File: src/bwl_pkg.sv
package bwl_pkg;

  // Operation codes carried in the action field.
  localparam logic [3:0] ACT_NOT  = 4'd0;
  localparam logic [3:0] ACT_AND  = 4'd1;
  localparam logic [3:0] ACT_OR   = 4'd2;
  localparam logic [3:0] ACT_XOR  = 4'd3;
  localparam logic [3:0] ACT_TEST = 4'd4;
  localparam logic [3:0] ACT_SHL  = 4'd5;
  localparam logic [3:0] ACT_SHR  = 4'd6;
  localparam logic [3:0] ACT_SAR  = 4'd7;
  localparam logic [3:0] ACT_ROL  = 4'd8;
  localparam logic [3:0] ACT_ROR  = 4'd9;
  localparam logic [3:0] ACT_RCL  = 4'd10;
  localparam logic [3:0] ACT_RCR  = 4'd11;

  // Bit positions in the flag update mask.
  localparam int unsigned FLG_CF = 0;
  localparam int unsigned FLG_OF = 1;
  localparam int unsigned FLG_ZF = 2;
  localparam int unsigned FLG_SF = 3;
  localparam int unsigned FLG_PF = 4;

  // Fully shifted counts: one beyond the operand width.
  localparam logic [4:0] SAT_BYTE = 5'd9;
  localparam logic [4:0] SAT_WORD = 5'd17;

  localparam logic [15:0] MASK_BYTE = 16'h00FF;
  localparam logic [15:0] MASK_WORD = 16'hFFFF;

  typedef struct packed {
    logic [3:0] action;
    logic       is_word;
  } bwl_ctl_t;

  typedef struct packed {
    logic orig_top;   // top bit of the operand before any step
    logic cnt_one;    // the requested count was exactly one
    logic cnt_zero;   // the requested count was zero
  } bwl_info_t;

  typedef struct packed {
    logic [15:0] result;
    logic        write_back;
    logic        carry_out;
    logic        overflow_out;
    logic        zero_out;
    logic        sign_out;
    logic        parity_out;
    logic [4:0]  flags_updated;
  } bwl_res_t;

endpackage

File: src/bwl_if.sv
interface bwl_in_if;
  logic        valid;
  logic        ready;
  logic [3:0]  action;
  logic        is_word;
  logic [15:0] operand_a;
  logic [15:0] operand_b;
  logic [7:0]  count;
  logic        carry_in;

  modport source (output valid, action, is_word, operand_a, operand_b, count, carry_in,
                  input ready);
  modport sink (input valid, action, is_word, operand_a, operand_b, count, carry_in,
                output ready);
endinterface

interface bwl_out_if;
  logic        valid;
  logic        ready;
  logic [15:0] result;
  logic        write_back;
  logic        carry_out;
  logic        overflow_out;
  logic        zero_out;
  logic        sign_out;
  logic        parity_out;
  logic [4:0]  flags_updated;

  modport source (output valid, result, write_back, carry_out, overflow_out, zero_out,
                  sign_out, parity_out, flags_updated, input ready);
  modport sink (input valid, result, write_back, carry_out, overflow_out, zero_out,
                sign_out, parity_out, flags_updated, output ready);
endinterface

File: src/byte_word_logic_shift_rotate_alu_core.sv
// Channel  Dir  Handshake      Payload
// in_i     in   valid / ready  action, is_word, operand_a, operand_b, count, carry_in
// out_o    out  valid / ready  result, write_back, carry_out, overflow_out, zero_out,
//                              sign_out, parity_out, flags_updated
//
// The sequencer takes an accepted item through n one-bit steps and then into the
// result register, where n is 0 for logic ops, min(count, width + 1) for shifts,
// count mod width for ROL/ROR and the full count (up to 255) for RCL/RCR.
// All steps run through the single one-bit shift/rotate step unit.
// rst_ni clears the sequencer and the result valid; payload registers are not reset.
// in_i.ready is high only while the sequencer is idle; a stalled result holds in the
// output register, and a finished item waits there before the next one may finish.
module byte_word_logic_shift_rotate_alu_core import bwl_pkg::*; (
  input  logic      clk_i,
  input  logic      rst_ni,
  bwl_in_if.sink    in_i,
  bwl_out_if.source out_o
);

  localparam logic S_IDLE = 1'b0;
  localparam logic S_RUN  = 1'b1;

  logic        state_q, state_d;
  logic [7:0]  cnt_q, cnt_d;
  logic [15:0] val_q, val_d;
  logic [15:0] opb_q;
  logic        cf_q, cf_d;
  bwl_ctl_t    ctl_q;
  bwl_info_t   info_q;
  logic        out_vld_q, out_vld_d;
  bwl_res_t    out_q;

  logic        accept;
  logic        finish;
  logic        out_free;
  logic [15:0] in_mask;
  logic [15:0] in_a;
  logic [4:0]  sat;
  logic [7:0]  load_cnt;
  logic [15:0] step_val;
  logic        step_cf;
  bwl_res_t    fin_res;

  assign accept   = in_i.valid && in_i.ready;
  assign out_free = !out_vld_q || out_o.ready;
  // The item is done once all steps ran and the result register can take it.
  assign finish   = (state_q == S_RUN) && (cnt_q == 8'd0) && out_free;

  assign in_i.ready = (state_q == S_IDLE);

  assign in_mask = in_i.is_word ? MASK_WORD : MASK_BYTE;
  assign in_a    = in_i.operand_a & in_mask;
  assign sat     = in_i.is_word ? SAT_WORD : SAT_BYTE;

  // Number of one-bit steps. Shifts stop once the operand is fully shifted out,
  // plain rotates reduce modulo the width, and rotates through carry walk the
  // whole count since their period is width plus one.
  always_comb begin
    case (in_i.action)
      ACT_SHL, ACT_SHR, ACT_SAR: begin
        load_cnt = (in_i.count > {3'd0, sat}) ? {3'd0, sat} : in_i.count;
      end
      ACT_ROL, ACT_ROR: begin
        load_cnt = in_i.is_word ? {4'd0, in_i.count[3:0]} : {5'd0, in_i.count[2:0]};
      end
      ACT_RCL, ACT_RCR: begin
        load_cnt = in_i.count;
      end
      default: begin
        load_cnt = 8'd0;
      end
    endcase
  end

  bwl_step u_step (
    .ctl_i (ctl_q),
    .val_i (val_q),
    .cf_i  (cf_q),
    .val_o (step_val),
    .cf_o  (step_cf)
  );

  bwl_flags u_flags (
    .ctl_i  (ctl_q),
    .info_i (info_q),
    .val_i  (val_q),
    .opb_i  (opb_q),
    .cf_i   (cf_q),
    .res_o  (fin_res)
  );

  always_comb begin
    state_d   = state_q;
    cnt_d     = cnt_q;
    val_d     = val_q;
    cf_d      = cf_q;
    out_vld_d = out_vld_q;
    if (out_vld_q && out_o.ready) begin
      out_vld_d = 1'b0;
    end
    case (state_q)
      S_IDLE: begin
        if (accept) begin
          state_d = S_RUN;
          cnt_d   = load_cnt;
          val_d   = in_a;
          cf_d    = in_i.carry_in;
        end
      end
      S_RUN: begin
        if (cnt_q != 8'd0) begin
          cnt_d = cnt_q - 8'd1;
          val_d = step_val;
          cf_d  = step_cf;
        end else if (finish) begin
          state_d   = S_IDLE;
          out_vld_d = 1'b1;
        end
      end
      default: begin
        state_d = S_IDLE;
      end
    endcase
  end

  always_ff @(posedge clk_i or negedge rst_ni) begin
    if (!rst_ni) begin
      state_q   <= S_IDLE;
      cnt_q     <= 8'd0;
      out_vld_q <= 1'b0;
    end else begin
      state_q   <= state_d;
      cnt_q     <= cnt_d;
      out_vld_q <= out_vld_d;
    end
  end

  always_ff @(posedge clk_i) begin
    val_q <= val_d;
    cf_q  <= cf_d;
    if (accept) begin
      opb_q           <= in_i.operand_b & in_mask;
      ctl_q.action    <= in_i.action;
      ctl_q.is_word   <= in_i.is_word;
      info_q.orig_top <= in_i.is_word ? in_i.operand_a[15] : in_i.operand_a[7];
      info_q.cnt_one  <= (in_i.count == 8'd1);
      info_q.cnt_zero <= (in_i.count == 8'd0);
    end
    if (finish) begin
      out_q <= fin_res;
    end
  end

  assign out_o.valid         = out_vld_q;
  assign out_o.result        = out_q.result;
  assign out_o.write_back    = out_q.write_back;
  assign out_o.carry_out     = out_q.carry_out;
  assign out_o.overflow_out  = out_q.overflow_out;
  assign out_o.zero_out      = out_q.zero_out;
  assign out_o.sign_out      = out_q.sign_out;
  assign out_o.parity_out    = out_q.parity_out;
  assign out_o.flags_updated = out_q.flags_updated;

`ifndef SYNTHESIS
  // An accepted item always starts the sequencer.
  a_accept_runs: assert property (@(posedge clk_i) disable iff (!rst_ni)
    accept |=> (state_q == S_RUN))
    else $error("accepted item did not start the sequencer");

  // Each step consumes exactly one count.
  a_step_count: assert property (@(posedge clk_i) disable iff (!rst_ni)
    (state_q == S_RUN) && (cnt_q != 8'd0) |=> (cnt_q == $past(cnt_q) - 8'd1))
    else $error("step counter did not decrement by one");

  // The sequencer only goes idle with the step counter drained.
  a_idle_drained: assert property (@(posedge clk_i) disable iff (!rst_ni)
    (state_q == S_IDLE) |-> (cnt_q == 8'd0))
    else $error("idle with steps left");

  // A finished item shows up on the output in the next cycle.
  a_finish_shows: assert property (@(posedge clk_i) disable iff (!rst_ni)
    finish |=> (out_vld_q && (state_q == S_IDLE)))
    else $error("finished item not presented");
`endif

endmodule

File: src/bwl_step.sv
module bwl_step import bwl_pkg::*; (
  input  bwl_ctl_t    ctl_i,
  input  logic [15:0] val_i,
  input  logic        cf_i,
  output logic [15:0] val_o,
  output logic        cf_o
);

  logic [15:0] mask;
  logic        msb;
  logic [15:0] shl1;
  logic [15:0] shr1;

  // Places one bit at the top position of the current width.
  function automatic logic [15:0] at_top(input logic bit_v, input logic word);
    return word ? {bit_v, 15'd0} : {8'd0, bit_v, 7'd0};
  endfunction

  assign mask = ctl_i.is_word ? MASK_WORD : MASK_BYTE;
  assign msb  = ctl_i.is_word ? val_i[15] : val_i[7];
  assign shl1 = {val_i[14:0], 1'b0} & mask;
  assign shr1 = {1'b0, val_i[15:1]};

  always_comb begin
    val_o = val_i;
    cf_o  = cf_i;
    case (ctl_i.action)
      ACT_SHL: begin
        val_o = shl1;
        cf_o  = msb;
      end
      ACT_SHR: begin
        val_o = shr1;
        cf_o  = val_i[0];
      end
      ACT_SAR: begin
        val_o = shr1 | at_top(msb, ctl_i.is_word);
        cf_o  = val_i[0];
      end
      ACT_ROL: begin
        val_o = shl1 | {15'd0, msb};
        cf_o  = msb;
      end
      ACT_ROR: begin
        val_o = shr1 | at_top(val_i[0], ctl_i.is_word);
        cf_o  = val_i[0];
      end
      ACT_RCL: begin
        val_o = shl1 | {15'd0, cf_i};
        cf_o  = msb;
      end
      ACT_RCR: begin
        val_o = shr1 | at_top(cf_i, ctl_i.is_word);
        cf_o  = val_i[0];
      end
      default: begin
        val_o = val_i;
        cf_o  = cf_i;
      end
    endcase
  end

endmodule

File: src/bwl_flags.sv
module bwl_flags import bwl_pkg::*; (
  input  bwl_ctl_t    ctl_i,
  input  bwl_info_t   info_i,
  input  logic [15:0] val_i,
  input  logic [15:0] opb_i,
  input  logic        cf_i,
  output bwl_res_t    res_o
);

  logic [15:0] mask;
  logic [15:0] r;
  logic        wb;
  logic        cf;
  logic        of;
  logic [4:0]  upd;
  logic        r_top;
  logic        v_top;
  logic        v_next;

  assign mask   = ctl_i.is_word ? MASK_WORD : MASK_BYTE;
  assign r_top  = ctl_i.is_word ? r[15] : r[7];
  // Shifts and rotates return the stepped value unchanged, so their flags can
  // be taken straight from it.
  assign v_top  = ctl_i.is_word ? val_i[15] : val_i[7];
  assign v_next = ctl_i.is_word ? val_i[14] : val_i[6];

  always_comb begin
    r   = val_i;
    wb  = 1'b1;
    cf  = 1'b0;
    of  = 1'b0;
    upd = 5'd0;
    case (ctl_i.action)
      ACT_NOT: begin
        r = ~val_i & mask;
      end
      ACT_AND, ACT_OR, ACT_XOR, ACT_TEST: begin
        if (ctl_i.action == ACT_OR) begin
          r = val_i | opb_i;
        end else if (ctl_i.action == ACT_XOR) begin
          r = val_i ^ opb_i;
        end else begin
          r = val_i & opb_i;
        end
        wb  = (ctl_i.action != ACT_TEST);
        upd = 5'b11111;
      end
      ACT_SHL, ACT_SHR, ACT_SAR: begin
        cf = cf_i;
        if (ctl_i.action == ACT_SHL) begin
          of = v_top ^ cf_i;
        end else if (ctl_i.action == ACT_SHR) begin
          of = info_i.orig_top;
        end else begin
          of = 1'b0;
        end
        if (!info_i.cnt_zero) begin
          upd[FLG_CF] = 1'b1;
          upd[FLG_OF] = info_i.cnt_one;
          upd[FLG_ZF] = 1'b1;
          upd[FLG_SF] = 1'b1;
          upd[FLG_PF] = 1'b1;
        end
      end
      ACT_ROL, ACT_ROR, ACT_RCL, ACT_RCR: begin
        // Plain rotates take CF from the final value, so a count that wraps
        // to a multiple of the width still reports the right bit.
        if (ctl_i.action == ACT_ROL) begin
          cf = val_i[0];
          of = v_top ^ val_i[0];
        end else if (ctl_i.action == ACT_ROR) begin
          cf = v_top;
          of = v_top ^ v_next;
        end else if (ctl_i.action == ACT_RCL) begin
          cf = cf_i;
          of = v_top ^ cf_i;
        end else begin
          cf = cf_i;
          of = v_top ^ v_next;
        end
        if (!info_i.cnt_zero) begin
          upd[FLG_CF] = 1'b1;
          upd[FLG_OF] = info_i.cnt_one;
        end
      end
      default: begin
        wb = 1'b0;
      end
    endcase
  end

  always_comb begin
    res_o.result        = r & mask;
    res_o.write_back    = wb;
    res_o.carry_out     = upd[FLG_CF] & cf;
    res_o.overflow_out  = upd[FLG_OF] & of;
    res_o.zero_out      = upd[FLG_ZF] & ((r & mask) == 16'd0);
    res_o.sign_out      = upd[FLG_SF] & r_top;
    res_o.parity_out    = upd[FLG_PF] & ~(^r[7:0]);
    res_o.flags_updated = upd;
  end

endmodule

File: src/flat_wrapper.sv
// flat-port wrapper written by rule: the top's interface ports become plain ports
module byte_word_logic_shift_rotate_alu_core_flat import bwl_pkg::*;
  (clk_i, rst_ni, in_i_valid, in_i_action, in_i_is_word, in_i_operand_a, in_i_operand_b, in_i_count, in_i_carry_in, in_i_ready, out_o_valid, out_o_result, out_o_write_back, out_o_carry_out, out_o_overflow_out, out_o_zero_out, out_o_sign_out, out_o_parity_out, out_o_flags_updated, out_o_ready);
  bwl_in_if in_i_i ();
  bwl_out_if out_o_i ();
  input  logic clk_i;
  input  logic rst_ni;
  input wire logic [$bits(in_i_i.valid)-1:0] in_i_valid;
  input wire logic [$bits(in_i_i.action)-1:0] in_i_action;
  input wire logic [$bits(in_i_i.is_word)-1:0] in_i_is_word;
  input wire logic [$bits(in_i_i.operand_a)-1:0] in_i_operand_a;
  input wire logic [$bits(in_i_i.operand_b)-1:0] in_i_operand_b;
  input wire logic [$bits(in_i_i.count)-1:0] in_i_count;
  input wire logic [$bits(in_i_i.carry_in)-1:0] in_i_carry_in;
  output wire logic [$bits(in_i_i.ready)-1:0] in_i_ready;
  output wire logic [$bits(out_o_i.valid)-1:0] out_o_valid;
  output wire logic [$bits(out_o_i.result)-1:0] out_o_result;
  output wire logic [$bits(out_o_i.write_back)-1:0] out_o_write_back;
  output wire logic [$bits(out_o_i.carry_out)-1:0] out_o_carry_out;
  output wire logic [$bits(out_o_i.overflow_out)-1:0] out_o_overflow_out;
  output wire logic [$bits(out_o_i.zero_out)-1:0] out_o_zero_out;
  output wire logic [$bits(out_o_i.sign_out)-1:0] out_o_sign_out;
  output wire logic [$bits(out_o_i.parity_out)-1:0] out_o_parity_out;
  output wire logic [$bits(out_o_i.flags_updated)-1:0] out_o_flags_updated;
  input wire logic [$bits(out_o_i.ready)-1:0] out_o_ready;
  assign in_i_i.valid = in_i_valid;
  assign in_i_i.action = in_i_action;
  assign in_i_i.is_word = in_i_is_word;
  assign in_i_i.operand_a = in_i_operand_a;
  assign in_i_i.operand_b = in_i_operand_b;
  assign in_i_i.count = in_i_count;
  assign in_i_i.carry_in = in_i_carry_in;
  assign in_i_ready = in_i_i.ready;
  assign out_o_valid = out_o_i.valid;
  assign out_o_result = out_o_i.result;
  assign out_o_write_back = out_o_i.write_back;
  assign out_o_carry_out = out_o_i.carry_out;
  assign out_o_overflow_out = out_o_i.overflow_out;
  assign out_o_zero_out = out_o_i.zero_out;
  assign out_o_sign_out = out_o_i.sign_out;
  assign out_o_parity_out = out_o_i.parity_out;
  assign out_o_flags_updated = out_o_i.flags_updated;
  assign out_o_i.ready = out_o_ready;
  byte_word_logic_shift_rotate_alu_core u_core (.clk_i(clk_i), .rst_ni(rst_ni), .in_i(in_i_i), .out_o(out_o_i));
endmodule
File: config.mk
export PLATFORM = sky130hd
export DESIGN_NAME = byte_word_logic_shift_rotate_alu_core_flat
export DESIGN_NICKNAME = d
export VERILOG_FILES = /design/src/bwl_pkg.sv /design/src/bwl_if.sv /design/src/byte_word_logic_shift_rotate_alu_core.sv /design/src/bwl_step.sv /design/src/bwl_flags.sv /design/src/flat_wrapper.sv
export SDC_FILE = /design/constraint.sdc
export NUM_CORES = 1
export LEC_CHECK = 0
export ABC_AREA = 1
export BUFFER_PORTS_ARGS = -buffer_cell sky130_fd_sc_hd__buf_2
export CORE_ASPECT_RATIO = 1.75
export CORE_MARGIN = 5
export CORE_UTILIZATION = 30
export DETAILED_ROUTE_END_ITERATION = 8
export GPL_TIMING_DRIVEN = 0
export HOLD_SLACK_MARGIN = 0.05
export SLEW_MARGIN = 20
export SYNTH_ARGS = -nofsm -noshare
export SYNTH_HDL_FRONTEND = slang
export SYNTH_SLANG_ARGS = --single-unit
File: constraint.sdc
create_clock -name clk_i -period 6.8 [get_ports clk_i]
set_input_delay 0.34 -clock clk_i [delete_from_list [all_inputs] [get_ports clk_i]]
set_output_delay 0.34 -clock clk_i [all_outputs]
set_load 0.005 [all_outputs]
==> flow_summary.json <==
{
  "status": "finished, final reports clean",
  "drtAntennaViolNets": 0,
  "setup_viol": 0,
  "die_x_um": 107.6,
  "top_layer_used": "met4",
  "grt_max_degree": 25,
  "worst_slack_ns": 4.163,
  "fin_total_pwr_uw": 1731,
  "postSynthAreaPerCell_um2": 8.096,
  "detail_route.wl_per_cell_um": 14.02,
  "wl_met2_mm": 7.226,
  "start_kind": "flip-flop",
  "drt_wl_total_mm": 13.17,
  "dr_wl_met3_um": 563,
  "syn_area_mm2": 0.005004,
  "cp_common_cell": "nand3_1",
  "whs_path_depth": 1,
  "stdcell_count": 939,
  "synth_nets": 707,
  "min_period_over_period_pct": 38.78,
  "power.density_mw_per_mm2": 286.2,
  "cts.path.max_buffers": 2,
  "fmax_mhz": 379.2,
  "cp_data_arrival_time_ns": 2.72,
  "max_stage_delay_ns": 0.49,
  "seq_area_mm2": 0.002232,
  "clk_pin_slew_ns": 0.07,
  "hp-class": "primary input to flip-flop",
  "drc": 0,
  "relSlewSlack_pct": 47.23,
  "fp.dieArea_mm2": 0.01946,
  "die_y_um": 180.8,
  "path_depth": 11,
  "endpoint_kind": "flip-flop",
  "dr.pass1.iters": 6,
  "vias_per_cell": 4.576,
  "cts_buffers": 9,
  "yosysWarnings": 0,
  "nFillCells": 1796,
  "dp.cells": 922,
  "final_cell_mix": "nand2_1 (157), inv_1 (96), buf_2 (80)",
  "synthArstFlopShare_pct": 13.16,
  "synth_edf_count": 66,
  "syn_inst": 618,
  "min_period_ns": 2.637,
  "grtUsageTotal_pct": 13.85,
  "area_growth_pct": 20.86,
  "synth_flop_cell": "edfxtp_1",
  "cpMaxStageDelayCell": "edfxtp_1",
  "clk_latency_ns": 0.35,
  "critPathTopFamily": "simple AND/OR/NAND/NOR gates",
  "start_util_pct": 30.42,
  "core_mm2": 0.01645,
  "grt_pass1_wl_mm": 21.02,
  "overflow": 0,
  "ys_ff_latch": 76,
  "drv_cap": 0,
  "crit_chain": "nor2_2 > nand2_2 > o21ai_2 > buf_4 > nand3_1 > nand3_1 > inv_1 > ha_1 > xor2_1 > xnor2_1 > nor2_1",
  "vias": 4297,
  "ys_types": 35,
  "cts.sinks": 76,
  "drt_iter0_markers": 238,
  "cts.htree.levels": 3,
  "rsz0062_at_grt": "no",
  "post_cts_buffers": 0,
  "wirelength_met1_mm": 4.885,
  "drive_gt1_share_pct": 18.18,
  "antenna_found_initial": 0,
  "ir_drop_uv": 114.5,
  "hold_viol_final": 0,
  "reg2regPathDepth": 11,
  "crit_required_ns": 6.89,
  "critPathKind": "flip-flop to flip-flop",
  "rows": 62,
  "path_buf_inv": 2,
  "dp_slack_ns": 4.171,
  "cts_tree": "done",
  "fin_setup_tns_ns": 0,
  "place_area_mm2": 0.005732,
  "p_leak_uw": 0.002854,
  "finalClockSkew_ns": 0.01023,
  "portBuffers": 78,
  "final_area_mm2": 0.006047,
  "antennaDiodeCount": 0,
  "pin_count": 79,
  "clock_tree.root_cell": "clkbuf_16",
  "multi_input_area_mm2": 0.002296,
  "grt_pass1_vias": 4284,
  "synth.yosys.seq_area_share_pct": 44.61,
  "fin_nets": 799,
  "worst-path-max-fanout": 10,
  "final_common_cell": "nand2_1",
  "dp_hpwl_mm": 10.56,
  "gp_congestion": 0.8625,
  "slew_viol_final": 0,
  "reg2reg_slack_ns": 4.16,
  "worst_pin_slew_ns": 0.7897
}
==> power breakdown <==
| part | internal [uW] | switching (uW) |
|---|---|---|
| Clock | 276 | 209 |
| Sequential | 627 | 79.1 |
| Combinational | 213 | 327 |
==> kinds of logic (layout without fill, tap and decap cells) <==
group | after synthesis | after routing | synth area share, %
xor+xnor | 5 | 5 | 0.8754
simple gates | 287 | 287 | 24.56
fa+ha+maj | 39 | 39 | 9.752
compound gates | 92 | 92 | 10.33
buf+inv | 119 | 216 | 9.877
flops | 76 | 76 | 44.61
==> final cells by class <==
| type | count | area share [%] |
|---|---|---|
| multi-input cells | 423 | 37.97 |
| flip-flops and latches | 76 | 36.91 |
| repair buffers | 81 | 7.263 |
| inverters | 100 | 6.207 |
| well taps | 224 | 4.635 |
| clock buffers | 10 | 4.138 |
| plain buffers | 19 | 1.966 |
| clock inverters | 6 | 0.9104 |
==> synthesized netlist by cell type, types with 2 or more instances <==
cell	n	area share, %
nand2_1	157	12
nand4_1	3	0.38
xor2_1	3	0.53
xnor2_1	2	0.35
inv_2	4	0.30
a21oi_1	38	3.8
buf_1	2	0.15
nor2_2	2	0.25
o21ai_1	2	0.20
clkbuf_1	6	0.45
a22oi_1	11	1.7
edfxtp_1	66	40
or2_2	3	0.38
o211ai_1	3	0.45
buf_4	6	0.90
dfrtp_1	10	5.0
o21ai_0	30	3.0
nand3_1	60	6.0
a31oi_1	2	0.25
nand2_2	4	0.50
a21oi_2	2	0.35
ha_1	39	9.8
buf_2	2	0.20
nor4_1	2	0.25
nor2_1	44	3.3
inv_1	96	7.2
nor3_1	7	0.70
buf_6	3	0.68
nor2_4	3	0.68
==> worst paths after layout <==
check | startpoint | to
min in group asynchronous | rst_ni | u_core.out_o.valid
max | u_core.ctl_q[1] | u_core.out_o.parity_out
min | in_i_operand_b[2] | u_core.opb_q[2]
min reg2reg | u_core.cnt_q[7] | u_core.cnt_q[7]
max reg2reg | u_core.ctl_q[1] | u_core.out_o.parity_out
max in group asynchronous | rst_ni | u_core.cnt_q[1]
==> state kept, by name, indices dropped and copies added, names as in the netlist <==
register and count:
u_core.info_q 3, u_core.ctl_q 5, u_core.out_o.sign_out 1, u_core.out_o.zero_out 1, u_core.cf_q 1, u_core.out_o.parity_out 1
u_core.out_o.carry_out 1, u_core.opb_q 16, u_core.out_o.overflow_out 1, u_core.state_q 1, u_core.val_q 16, u_core.out_o.write_back 1
u_core.cnt_q 8, u_core.out_o.result 16, u_core.out_o.valid 1, u_core.out_o.flags_updated 3
==> metal layers <==
metal,up-vias,GRT usage (%)
met5,-,0
met4,0,8.089
met2,107,25.95
li1,2217,-
met1,1943,14.09
met3,30,2.071
==> what timing repair did <==
action,4_1_cts,5_1_grt
hold buffers,1,0
resized for setup,0,0
endpoints found under the hold margin,10,0
==> per-stage QoR <==
step / util (%) / hold slack [ns]
after floorplan: - / 0.04441
after global placement: 34.50 / 0.2210
after detailed placement: 34.85 / 0.2185
after CTS: 36.77 / 0.1514
after global routing: 36.77 / 0.1526
final: 36.77 / 0.1625
(Power assumes the default switching activity.)
